[src/rtl/sgl_rs_pkg.sv]
package sgl_rs_pkg;

   // Widths of the fields on the stream ports.
   localparam int ADDR_W   = 32;
   localparam int LEN_W    = 32;
   localparam int OFS_W    = 32;
   localparam int SECT_W   = 23;
   localparam int OCOUNT_W = 9;

   // Packed tdata widths, rounded up to whole bytes.
   localparam int REQ_FIELDS_W = OFS_W + SECT_W + ADDR_W + LEN_W;
   localparam int REQ_DATA_W   = ((REQ_FIELDS_W + 7) / 8) * 8;
   localparam int RSP_FIELDS_W = ADDR_W + LEN_W + OCOUNT_W;
   localparam int RSP_DATA_W   = ((RSP_FIELDS_W + 7) / 8) * 8;

   typedef enum logic [1:0] {
      PH_IDLE,
      PH_SKIP,
      PH_EMIT,
      PH_DONE
   } phase_type;

   // One source descriptor after the intake stage; the sector count is
   // already turned into a byte total.
   typedef struct packed {
      logic              start;
      logic [OFS_W-1:0]  skip_bytes;
      logic [LEN_W-1:0]  byte_total;
      logic [ADDR_W-1:0] desc_addr;
      logic [LEN_W-1:0]  desc_len;
      logic              list_end;
   } item_type;

   typedef struct packed {
      logic [ADDR_W-1:0]   out_addr;
      logic [LEN_W-1:0]    out_len;
      logic                out_last;
      logic [OCOUNT_W-1:0] out_count;
      logic                overrun;
   } result_type;

endpackage

[src/rtl/sgl_rs_intake.sv]
module sgl_rs_intake #(
   parameter int SECTOR_BYTES = 512
) (
   input  logic                                 clock,
   input  logic                                 reset,
   input  logic                                 in_valid,
   output logic                                 in_ready,
   input  logic                                 in_start,
   input  logic [sgl_rs_pkg::OFS_W-1:0]         in_skip_bytes,
   input  logic [sgl_rs_pkg::SECT_W-1:0]        in_sector_count,
   input  logic [sgl_rs_pkg::ADDR_W-1:0]        in_desc_addr,
   input  logic [sgl_rs_pkg::LEN_W-1:0]         in_desc_len,
   input  logic                                 in_list_end,
   output logic                                 item_valid,
   input  logic                                 item_ready,
   output sgl_rs_pkg::item_type                 item
);
   import sgl_rs_pkg::*;

   localparam int SB_W   = $clog2(SECTOR_BYTES + 1);
   localparam int PROD_W = SECT_W + SB_W;

   logic             valid_ff, valid_in;
   item_type         item_ff, item_in;
   logic             load;
   logic [PROD_W-1:0]       prod;
   logic [PROD_W+LEN_W-1:0] prod_wide;

   // Byte total of the request, taken modulo 2^32.
   assign prod      = PROD_W'(in_sector_count) * PROD_W'(SECTOR_BYTES);
   assign prod_wide = {{LEN_W{1'b0}}, prod};

   assign in_ready = !valid_ff || item_ready;
   assign load     = in_valid && in_ready;

   always_comb begin
      item_in             = item_ff;
      item_in.start       = in_start;
      item_in.skip_bytes  = in_skip_bytes;
      item_in.byte_total  = prod_wide[LEN_W-1:0];
      item_in.desc_addr   = in_desc_addr;
      item_in.desc_len    = in_desc_len;
      item_in.list_end    = in_list_end;
      if (load) begin
         valid_in = 1'b1;
      end else if (item_ready) begin
         valid_in = 1'b0;
      end else begin
         valid_in = valid_ff;
      end
   end

   always_ff @(posedge clock) begin
      if (reset) begin
         valid_ff <= 1'b0;
      end else begin
         valid_ff <= valid_in;
      end
   end

   always_ff @(posedge clock) begin
      if (load) begin
         item_ff <= item_in;
      end
   end

   assign item_valid = valid_ff;
   assign item       = item_ff;

endmodule

[src/rtl/sgl_rs_slicer.sv]
module sgl_rs_slicer #(
   parameter int MAX_DESCRIPTORS = 256
) (
   input  logic                   clock,
   input  logic                   reset,
   input  logic                   item_valid,
   output logic                   item_ready,
   input  sgl_rs_pkg::item_type   item,
   output logic                   rsp_valid,
   input  logic                   rsp_ready,
   output sgl_rs_pkg::result_type rsp
);
   import sgl_rs_pkg::*;

   localparam int CNT_W = $clog2(MAX_DESCRIPTORS + 1);

   phase_type         phase_ff, phase_in, phase_cur;
   logic [OFS_W-1:0]  offset_ff, offset_in, offset_cur;
   logic [LEN_W-1:0]  bytes_ff, bytes_in, bytes_cur;
   logic [CNT_W-1:0]  cnt_ff, cnt_in, cnt_cur, cnt_next;
   logic [CNT_W+OCOUNT_W-1:0] cnt_wide;
   logic              rsp_v_ff, rsp_v_in;
   result_type        rsp_ff, rsp_in;
   logic              fire, produce;
   logic [OFS_W-1:0]  base;
   logic [LEN_W-1:0]  avail;
   logic [ADDR_W-1:0] piece_addr;
   logic              skip_whole, fits, at_limit;

   assign item_ready = !rsp_v_ff || rsp_ready;
   assign fire       = item_valid && item_ready;

   // A start beat restarts the request with its own offset and total.
   assign phase_cur  = item.start ? PH_SKIP : phase_ff;
   assign offset_cur = item.start ? item.skip_bytes : offset_ff;
   assign bytes_cur  = item.start ? item.byte_total : bytes_ff;
   assign cnt_cur    = item.start ? '0 : cnt_ff;
   assign cnt_next   = cnt_cur + CNT_W'(1);
   assign cnt_wide   = {{OCOUNT_W{1'b0}}, cnt_next};
   assign at_limit   = (cnt_next == CNT_W'(MAX_DESCRIPTORS));

   // The offset only trims the descriptor that holds it.
   assign base       = (phase_cur == PH_SKIP) ? offset_cur : '0;
   assign skip_whole = offset_cur >= item.desc_len;
   assign avail      = item.desc_len - base;
   assign piece_addr = item.desc_addr + base;
   assign fits       = {1'b0, item.desc_len} >= ({1'b0, base} + {1'b0, bytes_cur});

   always_comb begin
      phase_in  = phase_ff;
      offset_in = offset_ff;
      bytes_in  = bytes_ff;
      cnt_in    = cnt_ff;
      produce   = 1'b0;
      rsp_in    = rsp_ff;
      if (fire) begin
         phase_in  = phase_cur;
         offset_in = offset_cur;
         bytes_in  = bytes_cur;
         cnt_in    = cnt_cur;
         unique case (phase_cur)
            PH_SKIP, PH_EMIT: begin
               if (phase_cur == PH_SKIP && skip_whole) begin
                  offset_in = offset_cur - item.desc_len;
                  if (item.list_end) begin
                     produce          = 1'b1;
                     rsp_in.out_addr  = '0;
                     rsp_in.out_len   = '0;
                     rsp_in.out_last  = 1'b1;
                     rsp_in.out_count = '0;
                     rsp_in.overrun   = 1'b1;
                     phase_in         = PH_DONE;
                  end
               end else begin
                  produce          = 1'b1;
                  offset_in        = '0;
                  cnt_in           = cnt_next;
                  rsp_in.out_addr  = piece_addr;
                  rsp_in.out_count = cnt_wide[OCOUNT_W-1:0];
                  if (fits) begin
                     rsp_in.out_len  = bytes_cur;
                     rsp_in.out_last = 1'b1;
                     rsp_in.overrun  = 1'b0;
                     bytes_in        = '0;
                     phase_in        = PH_DONE;
                  end else begin
                     rsp_in.out_len = avail;
                     bytes_in       = bytes_cur - avail;
                     if (item.list_end || at_limit) begin
                        rsp_in.out_last = 1'b1;
                        rsp_in.overrun  = 1'b1;
                        phase_in        = PH_DONE;
                     end else begin
                        rsp_in.out_last = 1'b0;
                        rsp_in.overrun  = 1'b0;
                        phase_in        = PH_EMIT;
                     end
                  end
               end
            end
            PH_IDLE, PH_DONE: begin
               produce = 1'b0;
            end
            default: begin
               produce = 1'b0;
            end
         endcase
      end
      if (fire) begin
         rsp_v_in = produce;
      end else if (rsp_ready) begin
         rsp_v_in = 1'b0;
      end else begin
         rsp_v_in = rsp_v_ff;
      end
   end

   always_ff @(posedge clock) begin
      if (reset) begin
         phase_ff  <= PH_IDLE;
         offset_ff <= '0;
         bytes_ff  <= '0;
         cnt_ff    <= '0;
         rsp_v_ff  <= 1'b0;
      end else begin
         phase_ff  <= phase_in;
         offset_ff <= offset_in;
         bytes_ff  <= bytes_in;
         cnt_ff    <= cnt_in;
         rsp_v_ff  <= rsp_v_in;
      end
   end

   always_ff @(posedge clock) begin
      if (fire && produce) begin
         rsp_ff <= rsp_in;
      end
   end

   assign rsp_valid = rsp_v_ff;
   assign rsp       = rsp_ff;

   // An overrun always closes the list.
   a_overrun_last: assert property (@(posedge clock) disable iff (reset)
      rsp_v_ff && rsp_ff.overrun |-> rsp_ff.out_last)
      else $error("overrun result not marked last");

   // A normal result always counts at least itself.
   a_count_nonzero: assert property (@(posedge clock) disable iff (reset)
      rsp_v_ff && !rsp_ff.overrun |-> rsp_ff.out_count != '0)
      else $error("normal result with zero count");

   // Beats outside a request leave nothing behind.
   a_idle_silent: assert property (@(posedge clock) disable iff (reset)
      fire && !item.start && (phase_ff == PH_IDLE || phase_ff == PH_DONE)
      |=> !rsp_v_ff)
      else $error("result produced outside a request");

   // The running count never passes the descriptor limit.
   a_count_bound: assert property (@(posedge clock) disable iff (reset)
      cnt_ff <= CNT_W'(MAX_DESCRIPTORS))
      else $error("descriptor count past limit");

   // Done means the range was closed with a result.
   a_done_result: assert property (@(posedge clock) disable iff (reset)
      fire && phase_ff != PH_DONE && phase_in == PH_DONE |=> rsp_v_ff)
      else $error("request finished without a result");

endmodule

[src/rtl/sgl_range_slicer_top.sv]
// Each accepted source descriptor beat is held in the intake register, and its result beat is
// then held in the slicer output register. Throughput: one descriptor beat per cycle while
// no result waits on rsp_tready, set by the single pass through the slicer stage.
// Descriptors outside a request, and skipped ones that do not end the list, give no beat.
// Reset is synchronous and active high; it clears the request state and both valid flags.
// After reset no request is active until a beat with the start flag arrives.
module sgl_range_slicer_top #(
   parameter int SECTOR_BYTES    = 512,
   parameter int MAX_DESCRIPTORS = 256
) (
   input  logic                               clock,
   input  logic                               reset,
   // Source descriptor channel.
   input  logic                               req_tvalid,
   output logic                               req_tready,
   // Fields from bit 0: skip_bytes, sector_count, desc_addr, desc_len, zero pad.
   input  logic [sgl_rs_pkg::REQ_DATA_W-1:0]  req_tdata,
   // Fields from bit 0: start_req.
   input  logic                               req_tuser,
   // Marks the final descriptor of the source list.
   input  logic                               req_tlast,
   // Sliced descriptor channel.
   output logic                               rsp_tvalid,
   input  logic                               rsp_tready,
   // Fields from bit 0: out_addr, out_len, out_count, zero pad.
   output logic [sgl_rs_pkg::RSP_DATA_W-1:0]  rsp_tdata,
   // Fields from bit 0: overrun.
   output logic                               rsp_tuser,
   // Marks the final descriptor of the new list.
   output logic                               rsp_tlast
);
   import sgl_rs_pkg::*;

   // Bit positions of the request fields inside req_tdata.
   localparam int OFS_LO  = 0;
   localparam int SECT_LO = OFS_LO + OFS_W;
   localparam int ADDR_LO = SECT_LO + SECT_W;
   localparam int LEN_LO  = ADDR_LO + ADDR_W;

   logic       item_valid, item_ready;
   item_type   item;
   result_type rsp;

   // The intake stage registers each beat and turns the sector count into a
   // byte total, so the slicer stage does no multiply.
   sgl_rs_intake #(
      .SECTOR_BYTES (SECTOR_BYTES)
   ) u_intake (
      .clock           (clock),
      .reset           (reset),
      .in_valid        (req_tvalid),
      .in_ready        (req_tready),
      .in_start        (req_tuser),
      .in_skip_bytes   (req_tdata[OFS_LO +: OFS_W]),
      .in_sector_count (req_tdata[SECT_LO +: SECT_W]),
      .in_desc_addr    (req_tdata[ADDR_LO +: ADDR_W]),
      .in_desc_len     (req_tdata[LEN_LO +: LEN_W]),
      .in_list_end     (req_tlast),
      .item_valid      (item_valid),
      .item_ready      (item_ready),
      .item            (item)
   );

   // The slicer keeps the running offset, the bytes still wanted and the
   // descriptor count, and writes at most one result per descriptor into
   // its output register. While that register waits on the consumer, the
   // intake stage can hold one more beat and then stalls the source.
   sgl_rs_slicer #(
      .MAX_DESCRIPTORS (MAX_DESCRIPTORS)
   ) u_slicer (
      .clock      (clock),
      .reset      (reset),
      .item_valid (item_valid),
      .item_ready (item_ready),
      .item       (item),
      .rsp_valid  (rsp_tvalid),
      .rsp_ready  (rsp_tready),
      .rsp        (rsp)
   );

   assign rsp_tdata = {{(RSP_DATA_W - RSP_FIELDS_W){1'b0}},
                       rsp.out_count, rsp.out_len, rsp.out_addr};
   assign rsp_tuser = rsp.overrun;
   assign rsp_tlast = rsp.out_last;

endmodule

[config.mk]
export PLATFORM = sky130hd
export DESIGN_NAME = sgl_range_slicer_top
export DESIGN_NICKNAME = d
export VERILOG_FILES = /design/src/rtl/sgl_rs_pkg.sv /design/src/rtl/sgl_rs_intake.sv /design/src/rtl/sgl_rs_slicer.sv /design/src/rtl/sgl_range_slicer_top.sv
export SDC_FILE = /design/constraint.sdc
export NUM_CORES = 1
export LEC_CHECK = 0
export ABC_AREA = 1
export ABC_CLOCK_PERIOD_IN_PS = 14900
export BUFFER_PORTS_ARGS = -buffer_cell sky130_fd_sc_hd__buf_2
export CAP_MARGIN = 30
export CORE_MARGIN = 2
export CORE_UTILIZATION = 40
export DETAILED_ROUTE_END_ITERATION = 8
export PLACE_DENSITY = 0.67
export SKIP_LAST_GASP = 1
export SYNTH_ARGS = -nofsm -noshare
export SYNTH_HDL_FRONTEND = slang
export SYNTH_SLANG_ARGS = --single-unit
[constraint.sdc]
create_clock -name clock -period 14.9 [get_ports clock]
set_input_delay 1.49 -clock clock [delete_from_list [all_inputs] [get_ports clock]]
set_output_delay 1.49 -clock clock [all_outputs]
set_load 0.03 [all_outputs]
# Word level (Yosys, flattened, before mapping)
# Index checks and enable logic that the tools add are counted.
# W data, S select, Z words.
[totals]
reg_bits = 273
input_bits = 126
[op_classes]
n_eq_ne = 5
order_cmp = 2
n_addsub = 6
n_reduce_logical = 15
muxes = 30
[ops]
columns = ["op", "count"]
rows = [
  ["$mux W32", 8],
  ["$mux W75", 2],
  ["$sub A32 B32 Y32", 3],
  ["$add A32 B32 Y33", 1],
  ["$ge A32 B33 Y1", 1],
  ["$mux W33", 1],
  ["$add A32 B32 Y32", 1],
  ["$ge A32 B32 Y1", 1],
  ["$mux W9", 3],
  ["$mux W1", 10],
  ["$mux W2", 5],
  ["$add A9 B1 Y9 const B", 1],
  ["$eq A9 B9 Y1 const B", 1],
  ["$eq A2 B2 Y1 const B", 2],
  ["$logic_and A1 B1 Y1", 4],
  ["$reduce_and A4 Y1", 1],
  ["$reduce_bool A2 Y1", 2],
  ["$reduce_or A2 Y1", 2],
  ["$logic_or A1 B1 Y1", 3],
  ["$eq A2 B1 Y1 const B", 1],
  ["$logic_not A1 Y1", 2],
  ["$logic_not A2 Y1", 1],
  ["$ne A2 B2 Y1 const B", 1],
  ["$pmux W1 S2", 1],
]

# Depth between registers and ports, before layout
[depth]
depth_word = 8
mapped_depth = 37

# Cells and area by module
# From an unflattened synthesis, not the netlist that was laid out.
[unflattened]
hier_cells = 2824
hier_area_um2 = 20985.1
[by_module_without_submodules]
columns = ["mod", "seq_area_each_um2", "n_inst", "cells_per_inst", "area_per_inst_um2"]
rows = [
  ["sgl_rs_slicer", 3773.6, 1, 2679, 17176.5],
  ["sgl_rs_intake", 3653.5, 1, 137, 3752.3],
  ["sgl_range_slicer_top", 0.0, 1, 8, 56.3],
]

# Worst setup path before layout
# Ideal clock, no wire load.
[synth_timing]
kind = "reg-to-reg"
startpoint = "register u_intake.item_ff (netlist bit u_intake.item[129])"
endpoint = "register u_slicer.bytes_ff[26]"
path_stages_with_launch = 30
setup_time_ps = 70
path_slack_ps = 9888
required_time_ps = 14830
arrival_ps = 4942
path_cell_list = "edfxtp_1 > inv_2 > buf_6 > clkbuf_1 > clkbuf_1 > nand2_1 > ha_1 > buf_2 > inv_1 > nor2_1 > inv_1 > ha_1 > nand2_1 > o21ai_0 > nand2_1 > nand2_1 > a21oi_1 > o21ai_0 > a21oi_1 > xnor2_1 > inv_1 > ha_1 > nand2_1 > nor4_1 > nand3_1 > o21ai_0 > nand2_1 > nand3b_1 > nand4_1 > a21oi_1"
[synth_between]
elab_chain_cells = 8
word_cells_on_any_way = 16
classes_between = "add/sub: 3; order compare: 2; eq/ne: 2; mux: 7; reduce/logical: 2"
[synth_rtl]
columns = ["element", "line_no", "rtl"]
rows = [
  ["start: declaration", "sgl_rs_intake.sv:24", "item_type item_ff, item_in;"],
  ["start signal: assignment", "sgl_rs_intake.sv:63", "item_ff <= item_in;"],
  ["$mux W2", "sgl_rs_slicer.sv:34", "assign phase_cur = item.start ? PH_SKIP : phase_ff;"],
  ["$eq A2 B1 Y1", "sgl_rs_slicer.sv:43, sgl_rs_slicer.sv:61, sgl_rs_slicer.sv:63", ""],
  ["$mux W32", "sgl_rs_slicer.sv:43", "assign base = (phase_cur == PH_SKIP) ? offset_cur : '0;"],
  ["$sub A32 B32 Y32 or $add A32 B32 Y33 (tied branches)", "sgl_rs_slicer.sv:45, sgl_rs_slicer.sv:47", ""],
  ["$sub A32 B32 Y32 or $ge A32 B33 Y1 (tied branches)", "sgl_rs_slicer.sv:88, sgl_rs_slicer.sv:47", ""],
  ["$mux W32", "sgl_rs_slicer.sv:80", "if (fits) begin"],
  ["$mux W32", "sgl_rs_slicer.sv:63", "if (phase_cur == PH_SKIP && skip_whole) begin"],
  ["$mux W32 (*)", "sgl_rs_slicer.sv:61", "unique case (phase_cur)"],
  ["end signal: assignment", "sgl_rs_slicer.sv:128", "bytes_ff <= bytes_in;"],
  ["end: declaration", "sgl_rs_slicer.sv:19", "logic [LEN_W-1:0] bytes_ff, bytes_in, bytes_cur;"],
]
# Mark *: on every way between the ends. The rest lies on a longest branch, timed or not.
# A chain may end at the register's enable or synchronous reset.

# Worst setup path in the final report
[layout_timing]
startpoint = "register u_intake.item_ff (netlist bit u_intake.item[129])"
endpoint = "register u_slicer.rsp_ff (netlist bit u_slicer.rsp[19]) (data pin)"
[layout_between]
elab_chain_cells = 7
word_cells_on_any_way = 12
classes_between = "add/sub: 2; order compare: 2; eq/ne: 1; mux: 6; reduce/logical: 1"
[layout_rtl]
columns = ["element", "line_no", "rtl"]
rows = [
  ["$mux W2", "sgl_rs_slicer.sv:34", ""],
  ["$eq A2 B1 Y1", "sgl_rs_slicer.sv:43, sgl_rs_slicer.sv:63", ""],
  ["$mux W32", "sgl_rs_slicer.sv:43", ""],
  ["$add A32 B32 Y33", "sgl_rs_slicer.sv:47", "assign fits = {1'b0, item.desc_len} >= ({1'b0, base} + {1'b0, bytes_cur});"],
  ["$ge A32 B33 Y1", "sgl_rs_slicer.sv:47", ""],
  ["$mux W33", "sgl_rs_slicer.sv:80", ""],
  ["$mux W75 (*)", "sgl_rs_slicer.sv:63", ""],
  ["end signal: assignment", "sgl_rs_slicer.sv:136", "rsp_ff <= rsp_in;"],
  ["end: declaration", "sgl_rs_slicer.sv:23", "result_type rsp_ff, rsp_in;"],
]
# Marked as above.

==> out/metrics.cfg <==
[yosys]
netlist.area_leader.share = 0.2809
async_flop_share = 0
ys_warn_count = 0
ys_seq_area_frac = 0.3544
synth_area_per_cell_sq_um = 7.503
synth_ff_type = edfxtp_1
yosys-top-cells-area = edfxtp_1 28%, ha_1 11%, nand2_1 11%
postSynthCellCount = 2793
ys_ff_latch = 273
synth_area_sq_mm = 0.02096
synth.distinct_cells = 53
synth_top_cell_by_area = edfxtp_1
synth_edf_count = 196

[sta]
hold_viol_final = 0
worst_pin_slew_ns = 1.022
maxSlewHeadroom = 0.3186
fmaxAchievable_ghz = 0.1386
finalCritPeriodShare = 0.4842
slew_violations = 0
period_minus_slack_ns = 7.215
finalHoldWorstSlack_ns = 0.4758
rsz0062_at_grt = no
fin_setup_tns_ns = 0
clock_skew_ns = 0.02126
report.final.setup_viol = 0

[detailed_routing]
vias = 19501
viasPerCell = 5.304
route.met3.wl_mm = 3.841
drtIter0Drc = 1678
wl_met1_mm = 31.74
wl_met2_mm = 30.38
wirelength_mm = 68.15
firstDrtPassIters = 5
highest_layer = met4
post_drt_wl_per_cell_microns = 18.53
drcViolationCount = 0
ant_nets = 0

[final_layout]
n_fill_cell = 5308
drive_gt1_frac = 0.1061
area_delta_synth_final_pct = 12.97
fin_nets = 3290
antennaDiodeCount = 0

[clock_network]
cts_setup_buffers = 0
clkLatencyLatePin_ns = 0.60
clock_tree.root_cell = clkbuf_16
cts_buffers = 31
cts_hold_buf = 0
ctsResizeCount = 0
clk_pin_slew_worst_paths_ns = 0.06
cts_tree = built
htree_levels = 1
cts.path.max_buffers = 3
clock-sinks = 273

[die]
core_area_sq_mm = 0.05151
pin_count = 210
start_util = 0.4068
die_h_microns = 232.9
die_area_sq_mm = 0.05424
std_cell_rows = 83
die_x_microns = 232.9

[placement]
gp_congestion = 0.9608
dp_hpwl_mm = 53.87
portBuffers = 201

[worst_setup_path]
endpoint_kind = register
crit_type = register to register
worstPathRequired_ns = 15.17
arrival_ns = 7.49
crit_fanout = 98
start_kind = register

[grt]
grt_start_max_net_pins = 99
first_global_vias = 18265
antenna_found_initial = 0
overflow = 0
grt_pass1_wl_mm = 102.9
grt_usage = 0.2468

[hold_path]
min_path_type = register to register

[power]
p_leak_nw = 10.95
powerDensity_mw_per_mm2 = 115.9
peakVddDrop_uv = 93.15

[run_status]
status = complete, no violations

[flow_run]
max_cap_violations = 0

-- power breakdown --
group	switching [mW]	internal, mW
clock	0.323	0.469
combinational	0.692	0.340
sequential	0.0282	0.891
-- metrics by stage --
step | util | setup slack (ns) | power, mW | cell area, sq um | cells
after CTS | 0.4590 | 7.635 | 2.752 | 23650 | 3676
after global placement | 0.4383 | 7.740 | 1.946 | 22580 | 3617
after floorplan | - | 9.888 | 1.676 | 20980 | 2799
after detailed placement | 0.4388 | 7.724 | 1.950 | 22600 | 3618
after global routing | 0.4596 | 6.950 | 2.913 | 23670 | 3677
final | 0.4596 | 7.685 | 2.744 | 23670 | 3677
-- cells in the final DEF, fill, tap and decap left out, drive strengths merged, types with 22 or more instances in the layout --
cell type and count:
nand2 604, a21oi 359, inv 340, o21ai 244, nor2 234, buf 218
edfxtp 196, ha 187, nand3 119, dfxtp 77, xor2 55, xnor2 48
clkbuf 38, nor3 30, nand3b 26, nand4 24, or2 22, o21bai 22
-- layer usage --
layer | track usage | vias up
met1 | 0.3479 | 8929
li1 | - | 9882
met3 | 0.02635 | 102
met2 | 0.3958 | 588
met5 | 0 | -
met4 | 0.07803 | 0
-- worst max-delay path: stages, from the launching register on --
cell      delay [ns]
edfxtp_1        0.32
buf_4           0.30
inv_2           0.04
buf_4           0.32
nand2_1         0.20
ha_1            0.58
inv_1           0.36
nor2_1          0.56
ha_1            0.34
a21oi_1         0.11
nand3b_1        0.11
nand2_1         0.08
a21boi_1        0.27
o21ai_1         0.19
a21o_1          0.23
nand2_1         0.11
nand2_1         0.08
xnor2_1         0.13
ha_1            0.27
inv_1           0.05
nor3_1          0.49
nand4_1         0.15
nor3_1          0.21
a41oi_1         0.14
nand2_1         0.16
nand2_4         0.52
o21ai_0         0.38
a21oi_1         0.11
-- final cells by class --
type / instances / area (sq um) / share of cell area
Clock buffer: 38 / 802.0 / 0.03388
Clock inverter: 20 / 239.0 / 0.01010
Inverter: 340 / 1279 / 0.05402
Multi-Input combinational cell: 2108 / 11900 / 0.5027
Sequential cell: 273 / 7427 / 0.3137
Tap cell: 680 / 850.8 / 0.03594
Timing Repair Buffer: 218 / 1174 / 0.04958
-- worst paths after layout --
check	start	end	slack, ns	cells after the start
max	u_intake.item[129]	u_slicer.rsp[19]	7.68	27
min	u_slicer.phase_ff[0]	u_slicer.phase_ff[0]	0.48	2
max reg2reg	u_intake.item[129]	u_slicer.rsp[19]	7.68	27
min reg2reg	u_slicer.phase_ff[0]	u_slicer.phase_ff[0]	0.48	2
-- state kept, by name, summed over array words and instances, names as in the netlist --
register	flops
u_intake.item_valid	1
u_slicer.rsp	75
u_slicer.cnt_ff	9
u_slicer.rsp_valid	1
u_intake.item	121
u_slicer.phase_ff	2
u_slicer.bytes_ff	32
u_slicer.offset_ff	32
-- cell usage after synthesis (4+ instances only) --
| cell type | number |
|---|---|
| xor2_1 | 55 |
| nand2_2 | 6 |
| o21a_1 | 14 |
| buf_6 | 4 |
| nand3_1 | 119 |
| inv_1 | 333 |
| inv_2 | 5 |
| o21bai_1 | 21 |
| buf_2 | 14 |
| or2_2 | 22 |
| nand2_1 | 595 |
| nand4_1 | 24 |
| o21ai_0 | 237 |
| o221ai_1 | 7 |
| xnor2_1 | 48 |
| a21oi_1 | 358 |
| and3_1 | 4 |
| a21boi_0 | 10 |
| nor4_1 | 13 |
| a21o_1 | 20 |
| buf_4 | 9 |
| fa_1 | 5 |
| a211oi_1 | 17 |
| o21ai_1 | 4 |
| ha_1 | 187 |
| nor2_1 | 234 |
| nor3_1 | 30 |
| nand3b_1 | 26 |
| clkbuf_1 | 47 |
| edfxtp_1 | 196 |
| a31oi_1 | 15 |
| dfxtp_1 | 77 |
-- cells by family (layout without fill, tap and decap cells) --
family,Yosys count,count (layout),synth area share
compound gates,726,726,0.1900
xor+xnor,103,103,0.04305
fa+ha+maj,192,192,0.1164
buf+inv,418,616,0.07882
flops,273,273,0.3544
mux,1,1,0.0004777
other cells,1,7,0.0001790
simple gates,1079,1079,0.2166
No activity file was read; power rests on OpenSTA's default activity.
